### src/sv/ttpd_pkg.sv
// Shared types and constants of the trainer telemetry packet decoder.
package ttpd_pkg;

  localparam logic [3:0] ID_SPEED   = 4'd1;
  localparam logic [3:0] ID_WATTS   = 4'd2;
  localparam logic [3:0] ID_HEART   = 4'd3;
  localparam logic [3:0] ID_CADENCE = 4'd6;
  localparam logic [3:0] ID_DRAG    = 4'd9;
  localparam logic [3:0] ID_VERSION = 4'd12;

  localparam logic [12:0] SPEED_CAP   = 13'd4950;
  localparam logic [11:0] WATTS_MAX   = 12'd3000;
  localparam logic [11:0] DRAG_MASK   = 12'h7ff;
  localparam logic [11:0] VERSION_A   = 12'd4095;
  localparam logic [11:0] VERSION_B   = 12'd3611;
  localparam logic [11:0] ERGO_LIMIT  = 12'd34;
  localparam logic [12:0] DIV100_MULT = 13'd5243;

  typedef struct packed {
    logic        parity_bad;
    logic [5:0]  keys_held;
    logic [6:0]  keys_down;
    logic [6:0]  keys_up;
    logic [3:0]  record_id;
    logic [11:0] record_value;
    logic        value_valid;
    logic [1:0]  capability_flags;
  } stat_t;

  typedef struct packed {
    stat_t           stat;
    logic [2:0][7:0] spin;
    logic [1:0]      wr_cnt;
    logic            sync;
    logic            dump;
  } entry_t;

endpackage

### src/sv/ttpd_front.sv
// Front end: accepts packets, decodes keys and records, and plans spin collection.
module ttpd_front #(
  parameter int unsigned SPIN_BARS = 24
) (
  input  logic                clk_i,
  input  logic                rst_ni,
  input  logic                in_valid_i,
  output logic                in_ready_o,
  input  logic [7:0]          spin_a_i,
  input  logic [7:0]          spin_b_i,
  input  logic [7:0]          spin_c_i,
  input  logic [7:0]          key_byte_i,
  input  logic [7:0]          id_byte_i,
  input  logic [7:0]          low_byte_i,
  input  logic                cfg_valid_i,
  output logic                cfg_ready_o,
  input  logic [7:0]          spin_xor_value_i,
  input  logic                q_full_i,
  output logic                push_o,
  output ttpd_pkg::entry_t    entry_o
);

  localparam int unsigned CntW = $clog2(SPIN_BARS + 2);
  localparam logic [24:0] DIV100_MULT_EXT = {12'd0, ttpd_pkg::DIV100_MULT};

  logic [7:0]      xor_q;
  logic [5:0]      last_keys_q, last_keys_d;
  logic [CntW-1:0] fill_q, fill_d;
  logic            drag_q, drag_d;
  logic            ergo_q, ergo_d;

  logic            bad;
  logic [5:0]      keys;
  logic [6:0]      down, up;
  logic [3:0]      id;
  logic [3:0]      hi;
  logic [11:0]     raw;
  logic [11:0]     val;
  logic            valid;
  logic [24:0]     prod;
  logic [5:0]      quot;
  logic [11:0]     hundreds;
  logic [11:0]     rem;
  logic            sync;
  logic [CntW-1:0] cnt0, cnt1, room;
  logic            collect;
  logic [1:0]      wr_cnt;
  logic            dump;

  function automatic logic [6:0] remap(input logic [5:0] k);
    logic [6:0] m;
    begin
      m    = '0;
      m[1] = k[0];
      m[4] = k[1];
      m[5] = k[2];
      m[3] = k[3];
      m[2] = k[4];
      m[6] = k[5];
      return m;
    end
  endfunction

  assign in_ready_o  = !q_full_i;
  assign push_o      = in_valid_i && in_ready_o;
  assign cfg_ready_o = 1'b1;

  always_comb begin
    bad         = ~(^key_byte_i);
    keys        = '0;
    down        = '0;
    up          = '0;
    last_keys_d = last_keys_q;
    if (!bad) begin
      keys        = key_byte_i[5:0];
      down        = remap(keys & ~last_keys_q);
      up          = remap(~keys & last_keys_q);
      last_keys_d = keys;
    end
  end

  assign id       = id_byte_i[7:4];
  assign hi       = id_byte_i[3:0];
  assign raw      = {hi, low_byte_i};
  assign prod     = raw * DIV100_MULT_EXT;
  assign quot     = prod[24:19];
  assign hundreds = {quot, 6'd0} + {1'b0, quot, 5'd0} + {4'd0, quot, 2'd0};
  assign rem      = raw - hundreds;

  always_comb begin
    val    = raw;
    valid  = 1'b1;
    drag_d = drag_q;
    ergo_d = ergo_q;
    unique case (id)
      ttpd_pkg::ID_SPEED: begin
        if ({1'b0, raw} > ttpd_pkg::SPEED_CAP) begin
          val = ttpd_pkg::SPEED_CAP[11:0];
        end
      end
      ttpd_pkg::ID_WATTS: begin
        if (raw > ttpd_pkg::WATTS_MAX) begin
          val = '0;
        end
      end
      ttpd_pkg::ID_HEART: begin
        if (hi[1] || (hi[3:2] == 2'b11)) begin
          valid = 1'b0;
        end
      end
      ttpd_pkg::ID_CADENCE: begin
        valid = hi[3];
      end
      ttpd_pkg::ID_DRAG: begin
        val = raw & ttpd_pkg::DRAG_MASK;
      end
      ttpd_pkg::ID_VERSION: begin
        drag_d = (raw == ttpd_pkg::VERSION_A) || (raw == ttpd_pkg::VERSION_B);
        if (rem <= ttpd_pkg::ERGO_LIMIT) begin
          ergo_d = 1'b1;
        end
      end
      default: begin
      end
    endcase
  end

  always_comb begin
    sync    = key_byte_i[6];
    cnt0    = sync ? '0 : fill_q;
    room    = CntW'(SPIN_BARS) - cnt0;
    collect = (cnt0 < CntW'(SPIN_BARS)) && (spin_a_i != 8'd0);
    wr_cnt  = '0;
    if (collect) begin
      wr_cnt = (room >= CntW'(3)) ? 2'd3 : room[1:0];
    end
    cnt1   = cnt0 + CntW'(wr_cnt);
    dump   = (cnt1 == CntW'(SPIN_BARS));
    fill_d = dump ? CntW'(SPIN_BARS + 1) : cnt1;
  end

  always_comb begin
    entry_o.stat.parity_bad       = bad;
    entry_o.stat.keys_held        = keys;
    entry_o.stat.keys_down        = down;
    entry_o.stat.keys_up          = up;
    entry_o.stat.record_id        = id;
    entry_o.stat.record_value     = val;
    entry_o.stat.value_valid      = valid;
    entry_o.stat.capability_flags = {ergo_d, drag_d};
    entry_o.spin[0]               = spin_a_i ^ xor_q;
    entry_o.spin[1]               = spin_b_i ^ xor_q;
    entry_o.spin[2]               = spin_c_i ^ xor_q;
    entry_o.wr_cnt                = wr_cnt;
    entry_o.sync                  = sync;
    entry_o.dump                  = dump;
  end

  always_ff @(posedge clk_i or negedge rst_ni) begin
    if (!rst_ni) begin
      xor_q       <= '0;
      last_keys_q <= '0;
      fill_q      <= CntW'(SPIN_BARS + 1);
      drag_q      <= 1'b0;
      ergo_q      <= 1'b0;
    end else begin
      if (cfg_valid_i) begin
        xor_q <= spin_xor_value_i;
      end
      if (push_o) begin
        last_keys_q <= last_keys_d;
        fill_q      <= fill_d;
        drag_q      <= drag_d;
        ergo_q      <= ergo_d;
      end
    end
  end

endmodule

### src/sv/ttpd_queue.sv
// Two-entry queue that decouples the front end from the back end.
module ttpd_queue (
  input  logic             clk_i,
  input  logic             rst_ni,
  input  logic             push_i,
  input  ttpd_pkg::entry_t entry_i,
  output logic             full_o,
  input  logic             pop_i,
  output logic             empty_o,
  output ttpd_pkg::entry_t entry_o
);

  ttpd_pkg::entry_t slots_q [2];
  logic             wr_ptr_q, rd_ptr_q;
  logic [1:0]       count_q;

  assign full_o  = (count_q == 2'd2);
  assign empty_o = (count_q == 2'd0);
  assign entry_o = slots_q[rd_ptr_q];

  always_ff @(posedge clk_i) begin
    if (push_i) begin
      slots_q[wr_ptr_q] <= entry_i;
    end
  end

  always_ff @(posedge clk_i or negedge rst_ni) begin
    if (!rst_ni) begin
      wr_ptr_q <= 1'b0;
      rd_ptr_q <= 1'b0;
      count_q  <= '0;
    end else begin
      if (push_i) begin
        wr_ptr_q <= !wr_ptr_q;
      end
      if (pop_i) begin
        rd_ptr_q <= !rd_ptr_q;
      end
      if (push_i && !pop_i) begin
        count_q <= count_q + 2'd1;
      end else if (pop_i && !push_i) begin
        count_q <= count_q - 2'd1;
      end
    end
  end

endmodule

### src/sv/ttpd_back.sv
// Back end: stores spin bytes, emits the status result and unpacks spin bars.
module ttpd_back #(
  parameter int unsigned SPIN_BARS = 24
) (
  input  logic                         clk_i,
  input  logic                         rst_ni,
  input  logic                         empty_i,
  input  ttpd_pkg::entry_t             entry_i,
  output logic                         pop_o,
  output logic                         out_valid_o,
  input  logic                         out_ready_i,
  output logic                         result_kind_o,
  output ttpd_pkg::stat_t              stat_o,
  output logic [$clog2(SPIN_BARS)-1:0] bar_index_o,
  output logic [14:0]                  bar_value_o,
  output logic                         last_o
);

  localparam int unsigned IdxW = $clog2(SPIN_BARS);

  typedef enum logic [1:0] {
    S_IDLE,
    S_WRITE,
    S_READ,
    S_SHOW
  } state_e;

  state_e          state_q;
  logic [7:0]      mem [SPIN_BARS];
  logic [7:0]      rd_data_q;
  logic [2:0][7:0] bytes_q;
  logic [1:0]      left_q;
  logic [1:0]      sel_q;
  logic            dump_q;
  logic [IdxW-1:0] wr_addr_q;
  logic [IdxW-1:0] rd_idx_q;
  logic            out_valid_q;
  logic            kind_q;
  ttpd_pkg::stat_t stat_q;
  logic [IdxW-1:0] bar_idx_q;
  logic [14:0]     bar_val_q;
  logic            last_q;
  logic            out_free;
  logic            mem_we;
  logic            bar_last;

  function automatic logic [14:0] unpack_bar(input logic [7:0] b);
    logic [14:0] m;
    begin
      m = {7'd0, b[7:3], 3'd0};
      if (b[2:0] == 3'd0) begin
        return m;
      end
      return (m | 15'h100) << (b[2:0] - 3'd1);
    end
  endfunction

  assign out_free = !out_valid_q || out_ready_i;
  assign pop_o    = (state_q == S_IDLE) && !empty_i && out_free;
  assign mem_we   = (state_q == S_WRITE) && (left_q != 2'd0);
  assign bar_last = (rd_idx_q == IdxW'(SPIN_BARS - 1));

  always_ff @(posedge clk_i) begin
    if (mem_we) begin
      mem[wr_addr_q] <= bytes_q[sel_q];
    end
    if (state_q == S_READ) begin
      rd_data_q <= mem[rd_idx_q];
    end
  end

  always_ff @(posedge clk_i or negedge rst_ni) begin
    if (!rst_ni) begin
      state_q     <= S_IDLE;
      out_valid_q <= 1'b0;
      left_q      <= '0;
      sel_q       <= '0;
      dump_q      <= 1'b0;
      wr_addr_q   <= '0;
      rd_idx_q    <= '0;
      bytes_q     <= '0;
      kind_q      <= 1'b0;
      stat_q      <= '0;
      bar_idx_q   <= '0;
      bar_val_q   <= '0;
      last_q      <= 1'b0;
    end else begin
      if (out_ready_i) begin
        out_valid_q <= 1'b0;
      end
      unique case (state_q)
        S_IDLE: begin
          if (pop_o) begin
            out_valid_q <= 1'b1;
            kind_q      <= 1'b0;
            stat_q      <= entry_i.stat;
            bar_idx_q   <= '0;
            bar_val_q   <= '0;
            last_q      <= !entry_i.dump;
            bytes_q     <= entry_i.spin;
            left_q      <= entry_i.wr_cnt;
            sel_q       <= '0;
            dump_q      <= entry_i.dump;
            if (entry_i.sync) begin
              wr_addr_q <= '0;
            end
            state_q <= S_WRITE;
          end
        end
        S_WRITE: begin
          if (left_q != 2'd0) begin
            left_q    <= left_q - 2'd1;
            sel_q     <= sel_q + 2'd1;
            wr_addr_q <= wr_addr_q + IdxW'(1);
          end else if (dump_q) begin
            rd_idx_q <= '0;
            state_q  <= S_READ;
          end else begin
            state_q <= S_IDLE;
          end
        end
        S_READ: begin
          state_q <= S_SHOW;
        end
        S_SHOW: begin
          if (out_free) begin
            out_valid_q <= 1'b1;
            kind_q      <= 1'b1;
            stat_q      <= '0;
            bar_idx_q   <= rd_idx_q;
            bar_val_q   <= unpack_bar(rd_data_q);
            last_q      <= bar_last;
            if (bar_last) begin
              state_q <= S_IDLE;
            end else begin
              rd_idx_q <= rd_idx_q + IdxW'(1);
              state_q  <= S_READ;
            end
          end
        end
        default: begin
          state_q <= S_IDLE;
        end
      endcase
    end
  end

  assign out_valid_o   = out_valid_q;
  assign result_kind_o = kind_q;
  assign stat_o        = stat_q;
  assign bar_index_o   = bar_idx_q;
  assign bar_value_o   = bar_val_q;
  assign last_o        = last_q;

endmodule

### src/sv/trainer_telemetry_packet_decoder.sv
// Top level of the trainer telemetry packet decoder.
// Each accepted packet gives one status result, and a packet that completes the
// spin store is followed by SPIN_BARS bar results. The front end takes a packet
// whenever its two-entry queue has room. The back end pops a packet when idle,
// then writes its spin bytes one at a time, since the spin store has a single
// write port; each bar of a dump needs the registered store read and is then
// shown once the output register is free. The output register lets the next
// transfer be prepared while a result waits.
module trainer_telemetry_packet_decoder #(
  parameter int unsigned SPIN_BARS = 24
) (
  input  logic                         clk_i,
  input  logic                         rst_ni,
  input  logic                         in_valid_i,
  output logic                         in_ready_o,
  input  logic [7:0]                   spin_a_i,
  input  logic [7:0]                   spin_b_i,
  input  logic [7:0]                   spin_c_i,
  input  logic [7:0]                   key_byte_i,
  input  logic [7:0]                   id_byte_i,
  input  logic [7:0]                   low_byte_i,
  input  logic                         cfg_valid_i,
  output logic                         cfg_ready_o,
  input  logic [7:0]                   spin_xor_value_i,
  output logic                         out_valid_o,
  input  logic                         out_ready_i,
  output logic                         result_kind_o,
  output logic                         parity_bad_o,
  output logic [5:0]                   keys_held_o,
  output logic [6:0]                   keys_down_o,
  output logic [6:0]                   keys_up_o,
  output logic [3:0]                   record_id_o,
  output logic [11:0]                  record_value_o,
  output logic                         value_valid_o,
  output logic [1:0]                   capability_flags_o,
  output logic [$clog2(SPIN_BARS)-1:0] bar_index_o,
  output logic [14:0]                  bar_value_o,
  output logic                         last_o
);

  ttpd_pkg::entry_t push_entry;
  ttpd_pkg::entry_t pop_entry;
  ttpd_pkg::stat_t  stat;
  logic             push;
  logic             pop;
  logic             q_full;
  logic             q_empty;

  ttpd_front #(
    .SPIN_BARS(SPIN_BARS)
  ) u_front (
    .clk_i           (clk_i),
    .rst_ni          (rst_ni),
    .in_valid_i      (in_valid_i),
    .in_ready_o      (in_ready_o),
    .spin_a_i        (spin_a_i),
    .spin_b_i        (spin_b_i),
    .spin_c_i        (spin_c_i),
    .key_byte_i      (key_byte_i),
    .id_byte_i       (id_byte_i),
    .low_byte_i      (low_byte_i),
    .cfg_valid_i     (cfg_valid_i),
    .cfg_ready_o     (cfg_ready_o),
    .spin_xor_value_i(spin_xor_value_i),
    .q_full_i        (q_full),
    .push_o          (push),
    .entry_o         (push_entry)
  );

  ttpd_queue u_queue (
    .clk_i  (clk_i),
    .rst_ni (rst_ni),
    .push_i (push),
    .entry_i(push_entry),
    .full_o (q_full),
    .pop_i  (pop),
    .empty_o(q_empty),
    .entry_o(pop_entry)
  );

  ttpd_back #(
    .SPIN_BARS(SPIN_BARS)
  ) u_back (
    .clk_i        (clk_i),
    .rst_ni       (rst_ni),
    .empty_i      (q_empty),
    .entry_i      (pop_entry),
    .pop_o        (pop),
    .out_valid_o  (out_valid_o),
    .out_ready_i  (out_ready_i),
    .result_kind_o(result_kind_o),
    .stat_o       (stat),
    .bar_index_o  (bar_index_o),
    .bar_value_o  (bar_value_o),
    .last_o       (last_o)
  );

  assign parity_bad_o       = stat.parity_bad;
  assign keys_held_o        = stat.keys_held;
  assign keys_down_o        = stat.keys_down;
  assign keys_up_o          = stat.keys_up;
  assign record_id_o        = stat.record_id;
  assign record_value_o     = stat.record_value;
  assign value_valid_o      = stat.value_valid;
  assign capability_flags_o = stat.capability_flags;

endmodule
### config.mk
export PLATFORM = sky130hd
export DESIGN_NAME = trainer_telemetry_packet_decoder
export DESIGN_NICKNAME = d
export VERILOG_FILES = /design/src/sv/ttpd_pkg.sv /design/src/sv/ttpd_front.sv /design/src/sv/ttpd_queue.sv /design/src/sv/ttpd_back.sv /design/src/sv/trainer_telemetry_packet_decoder.sv
export SDC_FILE = /design/constraint.sdc
export NUM_CORES = 1
export LEC_CHECK = 0
export BUFFER_PORTS_ARGS = -buffer_cell sky130_fd_sc_hd__buf_2
export CORE_ASPECT_RATIO = 1.1
export CORE_UTILIZATION = 40
export CTS_CLUSTER_SIZE = 10
export DETAILED_ROUTE_END_ITERATION = 10
export GPL_TIMING_DRIVEN = 1
export PLACE_DENSITY = 0.67
export SETUP_SLACK_MARGIN = 0.1
export SYNTH_ARGS = -nofsm -noshare
export SYNTH_HDL_FRONTEND = slang
export SYNTH_SLANG_ARGS = --single-unit
### constraint.sdc
create_clock -name clk_i -period 5.75 [get_ports clk_i]
set_clock_uncertainty 0.2 [all_clocks]
set_input_delay 1.15 -clock clk_i [delete_from_list [all_inputs] [get_ports clk_i]]
set_output_delay 1.15 -clock clk_i [all_outputs]
set_load 0.02 [all_outputs]
==> impl_metrics.yaml, run 1 <==
logic_synthesis:
  syn_area_per_cell_sq_um: 13.7
  seq_area_frac_synth: 0.579
  synthArstFlopShare: 0.272
  ys.flop_type: "edfxtp_1"
  yosysUniqueCellTypes: 76
  synth_cells: 1644
  syn_area_sq_mm: 0.0226
  yosys_warnings: 0
  synth_edf_count: 332
  synth-seq-cells: 456
cts:
  clock-sinks: 456
  clock_latency_ps: 600
  h-tree-depth: 2
  tritoncts: "built"
  clockBufferDepth: 3
  cts_hold_buf: 0
  clk_pin_slew_ps: 60
  cts_buffers: 52
  cts_root_buf: "clkbuf_16"
detailed_routing:
  wl_per_cell_um: 18.9
  vias_per_cell: 5.14
  ant_nets: 0
  dr.pass1.iters: 4
  drc_errors: 0
  drtIter0Drc: 871
  drt-total-wl_um: 50300
  vias: 13689
timing:
  setup_viol: 3
  drv_slew: 0
  final.min_clock_period_ps: 7280
  fin_ws_ps: -1530
  final.setup.tns_ps: -4540
  hold_slack_ps: 271
  worstMarginPinSlew_ps: 1100
  fin_crit_sh: 1.27
  hold_viol_final: 0
  max_freq_mhz: 137
  rsz0062_at_grt: "yes"
  maxSlewHeadroom: 0.268
global_routing:
  overflow: 0
  grt_pass1_wl_um: 78700
  antenna_found_initial: 6
  grt_max_degree: 94
  grt_pass1_vias: 14080
  grt_util_all_layers: 0.175
floorplan:
  die_h_um: 251
  start_util: 0.408
  num_rows: 90
  io_pins: 126
  die-area_sq_mm: 0.0574
  die_x_um: 229
  core_sq_mm: 0.0553
layout:
  num-nets-final: 2113
  drive_gt1_frac: 0.229
  area_growth_pct: 18.5
  final_area_sq_mm: 0.0268
  nFillCells: 4693
  fin_cells: 2661
setup_path:
  critical_path.slowest_cell: "fa_2"
  crit_type: "in2reg"
  required_ps: 6040
  cp-end-kind: "register"
  worstPathArrival_ps: 7580
  worstPathMaxFanout: 6
  cpPeakStageDelay_ps: 580
  path_common_cell: "fa_1"
  start_kind: "input pin"
outcome:
  status: "complete, but fails checks"
  failed_checks: "setup timing"
pwr:
  p_sw_frac: 0.385
  power_frac_seq: 0.316
  pwr_density_cell_mw_per_mm2: 597
  p_int_mw: 9.83
  combPwrFrac: 0.494
  p_total_mw: 16.0
  p_sw_mw: 6.15
  irDropWorstVdd_uv: 718
  p_leak_nw: 10.7
  clkPwrFrac: 0.190
min_path:
  hold_class: "reg2reg"
placed_design:
  port_buffers: 119
  place.gp.congestion: 0.837
  dp.cells: 2552
  placed_area_sq_mm: 0.0249
  dp_hpwl_um: 35200
run:
  cap_violations: 0
## layout make-up
| cell class | instances | area, sq um | share of cell area |
|---|---|---|---|
| timing repair buffer | 248 | 1620 | 0.0606 |
| antenna | 4 | 10.0 | 0.000374 |
| clock buffer | 92 | 1450 | 0.0542 |
| tap | 736 | 921 | 0.0344 |
| sequential | 456 | 13100 | 0.489 |
| clock inverter | 6 | 119 | 0.00444 |
| inverter | 152 | 578 | 0.0216 |
| multi-input combinational | 967 | 8980 | 0.336 |
## stage by stage
| stage | setup slack, ps | utilization |
|---|---|---|
| 2_1_floorplan | -1760 | - |
| 4_1_cts | -1460 | 0.482 |
| 3_3_place_gp | -2090 | 0.450 |
| 3_5_place_dp | -2280 | 0.450 |
| 5_1_grt | -1760 | 0.484 |
| 6_report | -1530 | 0.484 |
## cell families (layout without fill, tap and decap cells)
kind of cell	count (synthesis)	count (layout)	synth area share
adder cells (fa/ha/maj)	175	175	0.114
XOR/XNOR	52	52	0.0211
flip-flops	456	456	0.579
AND/OR/NAND/NOR	324	324	0.0676
other	2	10	0.000333
AO/OA/AOI/OAI	248	248	0.0699
buffers and inverters	225	498	0.0408
multiplexers	162	162	0.108
## cells in the final DEF, fill, tap and decap left out, drive strengths merged, types with 5 or more instances in the layout
master,count
a21o,9
a21oi,74
a22o,8
and2,8
buf,248
clkbuf,92
clkinv,5
conb,6
dfrtp,121
edfxtp,332
fa,50
ha,125
inv,149
mux2,19
mux2i,86
mux4,57
nand2,119
nand2b,10
nand3,18
nand4,9
nor2,94
nor2b,16
nor3,11
nor3b,11
nor4,6
o21a,9
o21ai,57
o21bai,8
o31ai,43
or2,5
xnor2,19
xor2,32
## repair_timing
| action | 4_1_cts | 5_1_grt |
|---|---|---|
| pin swaps | 22 | 6 |
| setup buffers | 5 | 2 |
| endpoints found under the setup margin | 3 | 3 |
| gates resized for setup | 33 | 15 |
## power by group through the flow
stage	sequential [mW]	combinational, mW	clock, mW
after CTS	5.06	7.76	3.09
after floorplan	5.11	4.90	0
after detailed placement	5.12	7.34	0
after global routing	5.13	8.68	3.21
final	5.05	7.89	3.04
after global placement	5.08	7.07	0
## critical path: cells and delay by family
family	cells	cell delay, ps
adder cells (fa/ha/maj)	9	3490
AO/OA/AOI/OAI	7	1380
buffers and inverters	6	590
AND/OR/NAND/NOR	3	490
XOR/XNOR	3	430
## registers in the layout, summed over array words and instances, names as in the netlist, 2 cells and up
register	flops
u_back.bar_value_o	12
u_queue.count_q	2
u_front.fill_q	5
u_back.wr_addr_q	5
u_back.left_q	2
u_front.last_keys_q	6
u_back.mem	192
u_back.state_q	2
u_back.bytes_q	24
u_back.rd_idx_q	5
u_back.stat_o	38
u_queue.slots_q	132
u_back.bar_index_o	5
u_back.rd_data_q	8
u_back.sel_q	2
u_front.xor_q	8
## layer usage
layer  share of wire  track usage  wire, um  up-vias
met5         0.00081            0        41        -
met1            0.44        0.225     22000     6915
met2            0.50        0.306     25300      243
li1                -            -         -     6457
met4           0.021       0.0502      1060        6
met3           0.037       0.0254      1880       68
## path summary, 6_finish.rpt
check                      slack, ps                     to               from  cells after the start
max in group asynchronous       3820      u_back.stat_o[16]             rst_ni                      2
min                              270      u_back.stat_o[18]  u_back.stat_o[18]                      2
min in group asynchronous        420       u_front.xor_q[3]             rst_ni                      1
max                            -1530         u_front.ergo_q       id_byte_i[1]                     28
min reg2reg                      270      u_back.stat_o[18]  u_back.stat_o[18]                      2
max reg2reg                     2340  u_queue.slots_q[1][0]  u_front.fill_q[0]                     14
## synth_stat cells, types with 18 or more instances
master	count	area (sq um)
o31ai_1	43	323
fa_1	50	1000
ha_1	125	1560
clkbuf_1	37	139
mux2i_1	86	861
xor2_1	32	280
mux4_1	20	526
a21oi_1	74	370
dfrtp_1	121	3030
o21ai_0	52	260
inv_1	150	563
nand2_1	119	447
edfxtp_1	332	9970
nor2_1	93	349
mux4_2	37	833
xnor2_1	18	158
buf_2	20	100
Note: power is estimated with default switching activity, not from simulation.
==> run 2, diff against run 1 <==
Settings changed: CORE_ASPECT_RATIO 1.1 to not set, CTS_CLUSTER_DIAMETER set to 120, PLACE_DENSITY 0.67 to not set.
==> run 2 against run 1 <==
  * The flow still finishes with violations (setup timing)
  * Largest power group unchanged
  * Largest cell class unchanged
  * Combinational power is 3.5% higher
  * Sequential cell count did not move
  * Highest routed layer unchanged
  * First-iteration DRC count rose by 3.2%
==> impl_metrics.yaml, run 2 (synthesized netlist as in run 1, its figures left out) <==
run:
  cap_violations: 0
layout:
  final_cell_mix: "edfxtp_1 (332), buf_4 (139), inv_1 (132)"
  top_register: "u_back.mem"
  fin_cells: 2681
  area_growth_pct: 18.9
  nFillCells: 4901
  final_common_cell: "edfxtp_1"
  multiInputGateArea_sq_mm: 0.00902
  regArea_sq_mm: 0.0131
  largest_register_ffs: 192
  final_area_sq_mm: 0.0268
  drive_gt1_frac: 0.239
  num-nets-final: 2125
detailed_routing:
  vias_per_cell: 5.11
  vias: 13698
  drtIter0Drc: 899
  drc_errors: 0
  drt-total-wl_um: 49700
  ant_nets: 0
  dr.pass1.iters: 5
  wl_per_cell_um: 18.5
timing:
  worstMarginPinSlew_ps: 1040
  fin_ws_ps: -1610
  drv_slew: 0
  max_freq_mhz: 136
  fin_crit_sh: 1.28
  rsz0062_at_grt: "yes"
  maxSlewHeadroom: 0.303
  hold_viol_final: 0
  setup_viol: 3
  final.min_clock_period_ps: 7360
outcome:
  status: "complete, but fails checks"
  failed_checks: "setup timing"
floorplan:
  io_pins: 126
  num_rows: 86
  die-area_sq_mm: 0.0574
  core_sq_mm: 0.0554
  start_util: 0.408
  die_h_um: 240
  die_x_um: 240
setup_path:
  cpPeakStageDelay_ps: 570
  path_depth: 27
  r2r_start: "u_front.fill_q[0]"
  r2r_cells: 14
  crit_path_start: "id_byte_i[2]"
  cp_top_family: "adder cells"
  start_kind: "input pin"
  required_ps: 5980
  worstPathMaxFanout: 5
  cp-end-kind: "register"
  cp-endpoint: "u_queue.slots_q[0][29]"
  worstReg2RegEnd: "u_queue.slots_q[1][0]"
  rrSetupSlack_ps: 2330
  crit_type: "in2reg"
  critical_path.slowest_cell: "fa_1"
  critPathBufInv: 6
  worstPathArrival_ps: 7590
cts:
  cts_root_buf: "clkbuf_16"
  tritoncts: "built"
  h-tree-depth: 2
  clockBufferDepth: 3
  cts_buffers: 51
  clk_pin_slew_ps: 60
  clock_latency_ps: 600
  clock-sinks: 456
placed_design:
  placed_area_sq_mm: 0.0249
  dp_hpwl_um: 34300
  dp.cells: 2573
  place.gp.congestion: 0.827
  port_buffers: 119
  preCtsSetupSlack_ps: -2320
pwr:
  p_leak_nw: 10.8
  pwr_density_cell_mw_per_mm2: 603
  irDropWorstVdd_uv: 657
min_path:
  hold_class: "reg2reg"
global_routing:
  grt_pass1_vias: 13992
  overflow: 0
  grt_pass1_wl_um: 77700
  grt_util_all_layers: 0.176
  antenna_found_initial: 3
  grt_max_degree: 89
==> run 2: cell types whose count changed in the layout (fill, tap and decap cells not counted), sizes merged <==
cell	delta
buf	+13
clkinv	-4
diode	-3
inv	+3
bufinv	-1
clkbuf	+1
clkinvlp	-1
==> run 2: through the flow <==
step / setup TNS (ps) / hold WS (ps) / power [mW] / utilization
final: -4800 / 274 / 16.2 / 0.484
after floorplan: -5160 / 237 / 10.0 / -
after global placement: -6750 / 254 / 12.5 / 0.450
after global routing: -5530 / 298 / 17.3 / 0.484
after CTS: -4680 / 277 / 16.0 / 0.480
after detailed placement: -6940 / 260 / 12.6 / 0.450
==> run 2: layout make-up <==
| type | instances | share of cell area |
|---|---|---|
| clock inverters | 3 | 0.00182 |
| inverters | 152 | 0.0215 |
| multi-input cells | 967 | 0.336 |
| clock buffers | 93 | 0.0542 |
| diodes | 1 | 0.0000932 |
| flip-flops and latches | 456 | 0.487 |
| well taps | 748 | 0.0349 |
| repair buffers | 261 | 0.0641 |
==> run 2: worst min-delay path by stage <==
stage | to | cells after the start | start | slack, ps
2_1_floorplan | u_front.ergo_q | 1 | u_front.ergo_q | 240
3_3_place_gp | u_front.ergo_q | 1 | u_front.ergo_q | 250
3_5_place_dp | u_front.ergo_q | 1 | u_front.ergo_q | 260
4_1_cts | u_front.drag_q | 2 | u_front.drag_q | 280
5_1_grt | u_back.stat_o[14] | 2 | u_back.stat_o[14] | 300
6_report | u_back.stat_o[20] | 2 | u_back.stat_o[20] | 270
==> run 2: metal layers <==
| metal | global-route usage | wire length (um) |
|---|---|---|
| met3 | 0.0263 | 2100 |
| met5 | 0 | 13 |
| met2 | 0.284 | 23800 |
| met4 | 0.0408 | 696 |
| met1 | 0.249 | 23100 |
==> run 2: repair_timing <==
action / CTS / global route
buffers inserted: 5 / 6
pin swaps: 29 / 30
hold buffers: 0 / 0
resized for setup: 29 / 42
setup endpoints to repair: 3 / 3
==> run 2: worst register-to-register path, cell delays in order, from the launching register on <==
cell and delay, ps:
dfstp_2 560, nand2_1 90, ha_1 320, a211oi_1 260
a21oi_1 60, nor4_1 260, a21oi_1 180, ha_1 250
inv_1 80, fa_1 210, nor2b_1 80, nor2b_1 130
o21ai_0 140, o21ai_0 130, and3_1 220
==> run 2: power by group <==
group          internal [mW]  switching [mW]
Sequential              4.61           0.422
Clock                   1.70            1.27
Combinational           3.61            4.57
Total                   9.92            6.26
